[config.mk]
export PLATFORM = sky130hd
export DESIGN_NAME = prbs_ctrl
export DESIGN_NICKNAME = d
export VERILOG_FILES = /design/src/rtl/prbs_pkg.sv /design/src/rtl/prbs_ctrl.sv
export SDC_FILE = /design/constraint.sdc
export NUM_CORES = 1
export LEC_CHECK = 0
export BUFFER_PORTS_ARGS = -buffer_cell sky130_fd_sc_hd__buf_2
export CAP_MARGIN = 40
export CORE_ASPECT_RATIO = 1.25
export CORE_MARGIN = 1
export CORE_UTILIZATION = 51
export CTS_BUF_LIST = sky130_fd_sc_hd__clkbuf_2 sky130_fd_sc_hd__clkbuf_4 sky130_fd_sc_hd__clkbuf_8
export DETAILED_ROUTE_END_ITERATION = 12
export HOLD_SLACK_MARGIN = 0.05
export PLACE_DENSITY = 0.78
export SYNTH_ARGS = -nofsm -noshare
export SYNTH_HDL_FRONTEND = slang
export SYNTH_SLANG_ARGS = --single-unit
[constraint.sdc]
create_clock -name clk -period 2.4 [get_ports clk]
set_clock_uncertainty 0.1 [all_clocks]
set_input_delay 0.48 -clock clk [delete_from_list [all_inputs] [get_ports clk]]
set_output_delay 0.48 -clock clk [all_outputs]
set_load 0.01 [all_outputs]
[src/rtl/prbs_pkg.sv]
`timescale 1ns / 1ps
// ----------------------------------------------------------------------------
// prbs_pkg
// Shared types and constants of the packet ring buffer with seek.
// ----------------------------------------------------------------------------
package prbs_pkg;

  localparam int RING_DEPTH = 64;
  localparam int IDX_W      = $clog2(RING_DEPTH);
  localparam int MAX_LEN    = 16384;
  localparam int BOUND_MUL  = RING_DEPTH * 2;

  localparam logic [31:0] STALE_WINDOW = 32'hfff0_0000;
  localparam logic [2:0]  KIND_HEAD    = 3'd1;
  localparam logic [2:0]  KIND_DATA    = 3'd2;

  localparam logic [1:0] REQ_WRITE = 2'd0;
  localparam logic [1:0] REQ_READ  = 2'd1;
  localparam logic [1:0] REQ_PRI   = 2'd2;
  localparam logic [1:0] REQ_SEEK  = 2'd3;

  localparam logic [2:0] ST_OK        = 3'd0;
  localparam logic [2:0] ST_BAD_LEN   = 3'd1;
  localparam logic [2:0] ST_STALE     = 3'd2;
  localparam logic [2:0] ST_FULL      = 3'd3;
  localparam logic [2:0] ST_EMPTY     = 3'd4;
  localparam logic [2:0] ST_BEHIND    = 3'd5;
  localparam logic [2:0] ST_NOT_FOUND = 3'd6;

  typedef struct packed {
    logic [2:0]  ptype;
    logic [14:0] len;
    logic [31:0] pos;
    logic        cont;
    logic [7:0]  prio;
    logic [31:0] seq;
  } slot_t;

  localparam int SLOT_W = $bits(slot_t);

  typedef enum logic [2:0] {
    TAG_NONE, TAG_LEN0, TAG_LAST, TAG_PRI, TAG_FDAT, TAG_MATCH, TAG_OLD, TAG_LATE
  } tag_t;

  typedef enum logic [1:0] {
    SRC_ZERO, SRC_LAST, SRC_CNT, SRC_FIRST
  } rd_src_t;

  typedef enum logic [3:0] {
    OP_NONE, OP_LATCH, OP_WDEC, OP_RDEC, OP_STEP, OP_PFIN, OP_FINIT, OP_SPOS, OP_MFIN
  } op_t;

  typedef struct packed {
    op_t     op;
    logic    rd_en;
    rd_src_t rd_src;
    tag_t    tag;
  } cmd_t;

  typedef struct packed {
    logic       wc_zero;
    logic       rd_err;
    logic       scan_last;
    logic [1:0] req;
  } stat_t;

endpackage

[src/rtl/prbs_ctrl.sv]
`timescale 1ns / 1ps
// ----------------------------------------------------------------------------
// prbs_ctrl
// Request sequencer: issues descriptor reads, scans and decisions.
// ----------------------------------------------------------------------------
module prbs_ctrl (
  input  logic            clk,
  input  logic            rst,
  input  logic            start,
  input  logic [1:0]      req_type,
  input  prbs_pkg::stat_t stat,
  output prbs_pkg::cmd_t  cmd,
  output logic            busy,
  output logic            done
);
  import prbs_pkg::*;

  typedef enum logic [18:0] {
    S_IDLE  = 19'b000_0000_0000_0000_0001,
    S_K0    = 19'b000_0000_0000_0000_0010,
    S_LAST  = 19'b000_0000_0000_0000_0100,
    S_LWAIT = 19'b000_0000_0000_0000_1000,
    S_WDEC  = 19'b000_0000_0000_0001_0000,
    S_RDEC  = 19'b000_0000_0000_0010_0000,
    S_PSCAN = 19'b000_0000_0000_0100_0000,
    S_PWAIT = 19'b000_0000_0000_1000_0000,
    S_PFIN  = 19'b000_0000_0001_0000_0000,
    S_FSCAN = 19'b000_0000_0010_0000_0000,
    S_FWAIT = 19'b000_0000_0100_0000_0000,
    S_SPOS  = 19'b000_0000_1000_0000_0000,
    S_MSCAN = 19'b000_0001_0000_0000_0000,
    S_MWAIT = 19'b000_0010_0000_0000_0000,
    S_MFIN  = 19'b000_0100_0000_0000_0000,
    S_TOLD  = 19'b000_1000_0000_0000_0000,
    S_TLATE = 19'b001_0000_0000_0000_0000,
    S_TWAIT = 19'b010_0000_0000_0000_0000,
    S_DONE  = 19'b100_0000_0000_0000_0000
  } state_t;

  state_t state, state_next;

  always_ff @(posedge clk) begin
    if (rst) begin
      state <= S_IDLE;
    end else begin
      state <= state_next;
    end
  end

  always_comb begin
    state_next = state;
    cmd        = '{op: OP_NONE, rd_en: 1'b0, rd_src: SRC_ZERO, tag: TAG_NONE};
    case (state)
      S_IDLE: begin
        if (start) begin
          cmd.op = OP_LATCH;
          case (req_type)
            REQ_WRITE: state_next = stat.wc_zero ? S_WDEC : S_LAST;
            REQ_SEEK:  state_next = stat.wc_zero ? S_TOLD : S_K0;
            default:   state_next = S_RDEC;
          endcase
        end
      end
      S_K0: begin
        cmd = '{op: OP_NONE, rd_en: 1'b1, rd_src: SRC_ZERO, tag: TAG_LEN0};
        state_next = S_LAST;
      end
      S_LAST: begin
        cmd = '{op: OP_NONE, rd_en: 1'b1, rd_src: SRC_LAST, tag: TAG_LAST};
        state_next = S_LWAIT;
      end
      S_LWAIT: begin
        cmd.op = OP_FINIT;
        state_next = (stat.req == REQ_WRITE) ? S_WDEC : S_FSCAN;
      end
      S_WDEC: begin
        cmd.op = OP_WDEC;
        state_next = S_TOLD;
      end
      S_RDEC: begin
        cmd.op = OP_RDEC;
        state_next = stat.rd_err ? S_TOLD : S_PSCAN;
      end
      S_PSCAN: begin
        cmd = '{op: OP_STEP, rd_en: 1'b1, rd_src: SRC_CNT, tag: TAG_PRI};
        if (stat.scan_last) state_next = S_PWAIT;
      end
      S_PWAIT: state_next = S_PFIN;
      S_PFIN: begin
        cmd.op = OP_PFIN;
        state_next = S_TOLD;
      end
      S_FSCAN: begin
        cmd = '{op: OP_STEP, rd_en: 1'b1, rd_src: SRC_CNT, tag: TAG_FDAT};
        if (stat.scan_last) state_next = S_FWAIT;
      end
      S_FWAIT: state_next = S_SPOS;
      S_SPOS: begin
        cmd.op = OP_SPOS;
        state_next = S_MSCAN;
      end
      S_MSCAN: begin
        cmd = '{op: OP_STEP, rd_en: 1'b1, rd_src: SRC_CNT, tag: TAG_MATCH};
        if (stat.scan_last) state_next = S_MWAIT;
      end
      S_MWAIT: state_next = S_MFIN;
      S_MFIN: begin
        cmd.op = OP_MFIN;
        state_next = S_TOLD;
      end
      S_TOLD: begin
        if (stat.wc_zero) begin
          state_next = S_DONE;
        end else begin
          cmd = '{op: OP_NONE, rd_en: 1'b1, rd_src: SRC_FIRST, tag: TAG_OLD};
          state_next = S_TLATE;
        end
      end
      S_TLATE: begin
        cmd = '{op: OP_NONE, rd_en: 1'b1, rd_src: SRC_LAST, tag: TAG_LATE};
        state_next = S_TWAIT;
      end
      S_TWAIT: state_next = S_DONE;
      S_DONE:  state_next = S_IDLE;
      default: state_next = S_IDLE;
    endcase
  end

  assign busy = (state != S_IDLE);
  assign done = (state == S_DONE);

  a_start_busy: assert property (@(posedge clk) disable iff (rst)
    start && !busy |=> busy) else $error("accepted item did not raise busy");
  a_done_idle: assert property (@(posedge clk) disable iff (rst)
    done |=> !busy && !done) else $error("result strobe not followed by idle");
  a_scan_src: assert property (@(posedge clk) disable iff (rst)
    cmd.op == OP_STEP |-> cmd.rd_en && cmd.rd_src == SRC_CNT)
    else $error("scan step without counter read");

endmodule

After elaboration in Yosys (flattened, before gate mapping)
Index checks and enable logic that the tools add are counted.
- flip-flop bits (word level): 19
- bits in latches: 0
- bits in writable memories: 0
- ROM bits: 0
- output and inout bits: 12
- word-level logic and storage cells: 46
- memories: 0
- add/sub/neg operators: 0
- $mul: 0
- divide/modulo/power cells: 0
- $lt $le $gt $ge: 0
- equal/unequal tests: 25
- shifts and indexed selects: 0
- muxes and demuxes: 15
- bitwise logic cells: 0
- reductions and logical operators: 5
- operator list (operator ; count):
    $pmux W19 S16 ; 1
    $mux W19 ; 5
    $pmux W6 S7 ; 1
    $pmux W4 S9 ; 1
    $mux W16 ; 2
    $pmux W16 S2 ; 1
    $eq A19 B1 Y1 const B ; 1
    $eq A19 B10 Y1 const B ; 1
    $eq A19 B11 Y1 const B ; 1
    $eq A19 B12 Y1 const B ; 1
    $eq A19 B13 Y1 const B ; 1
    $eq A19 B14 Y1 const B ; 1
    $eq A19 B15 Y1 const B ; 1
    $eq A19 B16 Y1 const B ; 1
    $eq A19 B17 Y1 const B ; 1
    $eq A19 B18 Y1 const B ; 1
    $eq A19 B19 Y1 const B ; 1
    $eq A19 B2 Y1 const B ; 1
    $eq A19 B3 Y1 const B ; 1
    $eq A19 B4 Y1 const B ; 1
    $eq A19 B5 Y1 const B ; 1
    $eq A19 B6 Y1 const B ; 1
    $eq A19 B7 Y1 const B ; 1
    $eq A19 B8 Y1 const B ; 1
    other kinds (11) ; 16

Depth between registers and ports, before layout
- word-level depth: 4
- gate-level depth with buffers: 9

Least setup slack after synthesis
No wires, ideal clock.
- kind: register to output
- start point: register state[4]
- end point: output cmd[5] (netlist name)
- arrival: 1.885 ns
- data required time: 1.820 ns
- slack: -0.065 ns
- stages on the path, launching flop included: 7
- cells stage by stage: dfxtp_1 > or4_1 > buf_2 > nor4_2 > nand3b_1 > and3_1 > nand3_1
- RTL lines (what ; RTL line ; text):
    start: declaration ; prbs_ctrl.sv:40 ; state_t state, state_next;
    start signal: assignment ; prbs_ctrl.sv:46 ; state <= state_next;
    end: declaration ; prbs_ctrl.sv:12 ; output prbs_pkg::cmd_t cmd,

==> metrics.txt <==
# TYPE chip_impl_metric gauge
chip_impl_metric{name="start_util",unit=""} 0.554
chip_impl_metric{name="total_power",unit="uW"} 796
chip_impl_info{name="reg2reg_from",value="state[6]$_SDFFE_PP0P_"} 1
chip_impl_metric{name="fin_worst_hold_slack",unit="ns"} 0.309
chip_impl_metric{name="estimated_wirelength_of_the_detail_placed_design",unit="um"} 2440
chip_impl_metric{name="drt-total-wl",unit="um"} 4680
chip_impl_metric{name="detail-route-antenna-nets",unit=""} 0
chip_impl_metric{name="cts_made_buffers",unit=""} 3
chip_impl_metric{name="synth.lib_cells_used.distinct",unit=""} 35
chip_impl_metric{name="post-route-period-util",unit=""} 1.22
chip_impl_info{name="synth_area_leaders",value="dfxtp_1 (34%), nor2_1 (9.1%), nand4b_1 (8.7%), nor4_4 (3.8%), nand3_1 (3.6%)"} 1
chip_impl_metric{name="grt_start_max_net_pins",unit=""} 14
chip_impl_info{name="largest_register",value="state"} 1
chip_impl_info{name="clock_root_cell",value="clkbuf_4"} 1
chip_impl_info{name="critPathSlowestCell",value="or4_4"} 1
chip_impl_metric{name="num_antenna_cells",unit=""} 0
chip_impl_metric{name="yosys-mux-area-fraction",unit=""} 0
chip_impl_metric{name="regToRegSetupSlack",unit="ns"} -0.14
chip_impl_info{name="violations",value="negative setup slack"} 1
chip_impl_info{name="cts_tree",value="done"} 1
chip_impl_metric{name="detail_route.drc_violations",unit=""} 0
chip_impl_info{name="synthFlopType",value="dfxtp_1"} 1
chip_impl_metric{name="finalCriticalPeriod",unit="ns"} 2.93
chip_impl_metric{name="final_net_count",unit=""} 212
chip_impl_metric{name="routabilityCongestion",unit=""} 0.913
chip_impl_info{name="grt_setup_unrepaired",value="yes"} 1
chip_impl_metric{name="synthToLayoutAreaGrowth",unit="%"} 54.5
chip_impl_info{name="cp_cell_sequence",value="or4_4 > nor4_4 > buf_4 > nand4b_1 > nand4_1 > buf_2"} 1
chip_impl_metric{name="r2r_cells",unit=""} 8
chip_impl_metric{name="die_width",unit="um"} 43.7
chip_impl_info{name="outcome",value="complete, but fails checks"} 1
chip_impl_metric{name="synth-seq-area-share",unit=""} 0.342
chip_impl_metric{name="vias_per_cell",unit=""} 6.92
chip_impl_metric{name="timing.fmax",unit="MHz"} 342
chip_impl_metric{name="vdd.ir_drop.worst",unit="mV"} 0.441
chip_impl_metric{name="drt_pre_antenna_iters",unit=""} 5
chip_impl_metric{name="place.port_buffers",unit=""} 21
chip_impl_metric{name="critical_path.n_buffers_inverters",unit=""} 2
chip_impl_metric{name="clk_latency",unit="ns"} 0.32
chip_impl_metric{name="max_cap_viol_count",unit=""} 0
chip_impl_metric{name="post_drt_wl_per_cell",unit="um"} 21.4
chip_impl_metric{name="drt_iter0_markers",unit=""} 105
chip_impl_info{name="critical_path.reg2reg.endpoint",value="state[0]$_SDFFE_PP1P_"} 1
chip_impl_metric{name="critPathArrivalTime",unit="ns"} 2.35
chip_impl_metric{name="final-setup-viol-count",unit=""} 29
chip_impl_metric{name="async_reset_ff_frac",unit=""} 0
chip_impl_metric{name="edff_count_synth",unit=""} 0
chip_impl_info{name="type_of_element_launching_the_critical_path",value="register"} 1
chip_impl_metric{name="fraction_of_layout_instances_using_a_drive_strength_above_1",unit=""} 0.518
chip_impl_metric{name="design.die.area",unit="mm^2"} 0.00237
chip_impl_metric{name="synth-adder-area-share",unit=""} 0.0225
chip_impl_metric{name="antenna_violations_before_repair",unit=""} 0
chip_impl_info{name="synth_top_family_by_area",value="simple AND/OR/NAND/NOR gates"} 1
chip_impl_metric{name="clockBufferDepth",unit=""} 2
chip_impl_metric{name="ios",unit=""} 22
chip_impl_metric{name="dr_total_vias",unit=""} 1515
chip_impl_metric{name="synth_xor_area_frac",unit=""} 0.00788
chip_impl_info{name="worst_hold_startpoint",value="stat[4]"} 1
chip_impl_metric{name="grt_pass1_vias",unit=""} 1294
chip_impl_metric{name="syn-num-nets",unit=""} 145
chip_impl_metric{name="relSlewSlack",unit=""} 0.643
chip_impl_metric{name="worst_hold_path_stage_count",unit=""} 2
chip_impl_metric{name="required",unit="ns"} 1.82
chip_impl_metric{name="report.final.hold_viol_count",unit=""} 0
chip_impl_metric{name="power_per_cell_area",unit="mW/mm^2"} 464
chip_impl_metric{name="synth_area",unit="mm^2"} 0.00111
chip_impl_metric{name="globalRouteTotalUtil",unit=""} 0.314
chip_impl_info{name="yosysTopAreaCell",value="dfxtp_1"} 1
chip_impl_metric{name="worst_pin_slew",unit="ns"} 0.528
chip_impl_metric{name="number_of_flip_flops_under_the_largest_register_name",unit=""} 19
chip_impl_info{name="worst_path_dominant_cell_family",value="simple AND/OR/NAND/NOR gates"} 1
chip_impl_metric{name="syn_area_per_cell",unit="um^2"} 8.35
chip_impl_info{name="critPathCaptureType",value="output pin"} 1
chip_impl_metric{name="critical_path_maximum_fanout",unit=""} 6
chip_impl_metric{name="synth.ff_latch_count",unit=""} 19
chip_impl_info{name="criticalPathCategory",value="register to output pin"} 1
chip_impl_info{name="worstHoldEndpoint",value="state[1]$_SDFFE_PP0P_"} 1
chip_impl_metric{name="finalCoreUtilization",unit=""} 0.856
chip_impl_metric{name="synthesized_instance_count",unit=""} 133
chip_impl_metric{name="synth_compound_gate_area_share",unit=""} 0.0788
chip_impl_metric{name="clkSlewWorstSetupHoldPaths",unit="ns"} 0.12
chip_impl_metric{name="ys_warn_count",unit=""} 0
chip_impl_metric{name="static_leakage",unit="nW"} 0.799
chip_impl_metric{name="post_synth_and_or_nand_nor_area_fraction",unit=""} 0.507
chip_impl_metric{name="cts-htree-levels",unit=""} 1
chip_impl_metric{name="die-height",unit="um"} 54.2
chip_impl_metric{name="cts.sink_count",unit=""} 19
chip_impl_metric{name="pre_cts_slack",unit="ns"} -0.130
chip_impl_metric{name="grt_pass1_wl",unit="um"} 5440
chip_impl_metric{name="core-area",unit="mm^2"} 0.00200
chip_impl_info{name="layout_top_registers",value="state (19)"} 1
chip_impl_metric{name="globalRoute.totalOverflow",unit=""} 0
chip_impl_metric{name="crit_path_max_incr_delay",unit="ns"} 0.64
chip_impl_metric{name="floorplan.rows",unit=""} 18
chip_impl_metric{name="final_max_slew_viol_count",unit=""} 0
chip_impl_metric{name="synth_top_area_frac",unit=""} 0.342
chip_impl_info{name="hold_path_class",value="primary input to register"} 1
chip_impl_metric{name="setup_slack",unit="ns"} -0.526
## through the flow
step | TNS (ns) | area (um^2) | std cells
final | -6.46 | 1720 | 219
after global routing | -8.82 | 1720 | 219
after CTS | -4.16 | 1610 | 214
after detailed placement | -0.647 | 1480 | 202
after global placement | -0.364 | 1480 | 202
after floorplan | 0 | 1130 | 133
## placed cells by master (no fill, tap or decap), types with 6 or more instances in the layout
cell type	synthesis	final
buf_4	0	43
dfxtp_1	19	15
nand4_1	6	6
nand4b_1	11	11
nand3_1	8	6
nand2_1	7	6
nor2_1	27	22
buf_2	1	19
## cell families (layout without fill, tap and decap cells)
kind of cell	count (synthesis)	after routing
flip-flops	19	19
XOR/XNOR	1	1
buffers and inverters	10	75
adder cells (fa/ha/maj)	2	2
AND/OR/NAND/NOR	89	90
AO/OA/AOI/OAI	12	12
## power breakdown
group | leakage, nW | internal, mW | switching (mW)
clock network | 0.0177 | 0.0626 | 0.118
registers | 0.155 | 0.322 | 0.00485
logic | 0.626 | 0.139 | 0.150
total | 0.799 | 0.524 | 0.273
## cell type report
cell class	count	area [um^2]
multi-input cells	105	802
repair buffers	65	452
flip-flops and latches	19	385
fillers	96	288
inverters	6	25.0
well taps	20	25.0
clock buffers	3	22.5
clock inverters	1	5.00
## routing by layer
layer	track usage	wire (um)
met1	0.346	1580
met2	0.572	2270
met3	0.0302	517
met4	0.198	312
met5	0	0
## how the worst max path moves through the flow
stage / endpoint / depth (start not counted) / slack [ns] / startpoint
CTS: cmd[6] / 7 / -0.39 / state[0]$_SDFFE_PP1P_
detailed placement: cmd[7] / 6 / -0.13 / state[4]$_SDFFE_PP0P_
finish: cmd[6] / 6 / -0.53 / state[6]$_SDFFE_PP0P_
global placement: cmd[6] / 6 / -0.1 / state[4]$_SDFFE_PP0P_
floorplan: cmd[5] / 6 / 0.003 / state[4]$_SDFFE_PP0P_
global route: cmd[6] / 6 / -0.62 / state[6]$_SDFFE_PP0P_
## synth_stat cells, drive strengths merged (2+ instances only)
| cell | instances |
|---|---|
| a21oi | 7 |
| and3 | 2 |
| buf | 2 |
| clkbuf | 2 |
| dfxtp | 19 |
| ha | 2 |
| inv | 6 |
| nand2 | 7 |
| nand3 | 8 |
| nand3b | 2 |
| nand4 | 6 |
| nand4b | 11 |
| nor2 | 27 |
| nor3 | 2 |
| nor4 | 9 |
| nor4b | 4 |
| or4 | 4 |
## what timing repair did
item	4_1_cts	5_1_grt
gates cloned	0	1
resized for setup	12	19
setup buffers	8	6
endpoints found under the setup margin	15	27
pin swaps	11	18
hold buffers	0	0
Note: power is estimated with default switching activity, not from simulation.
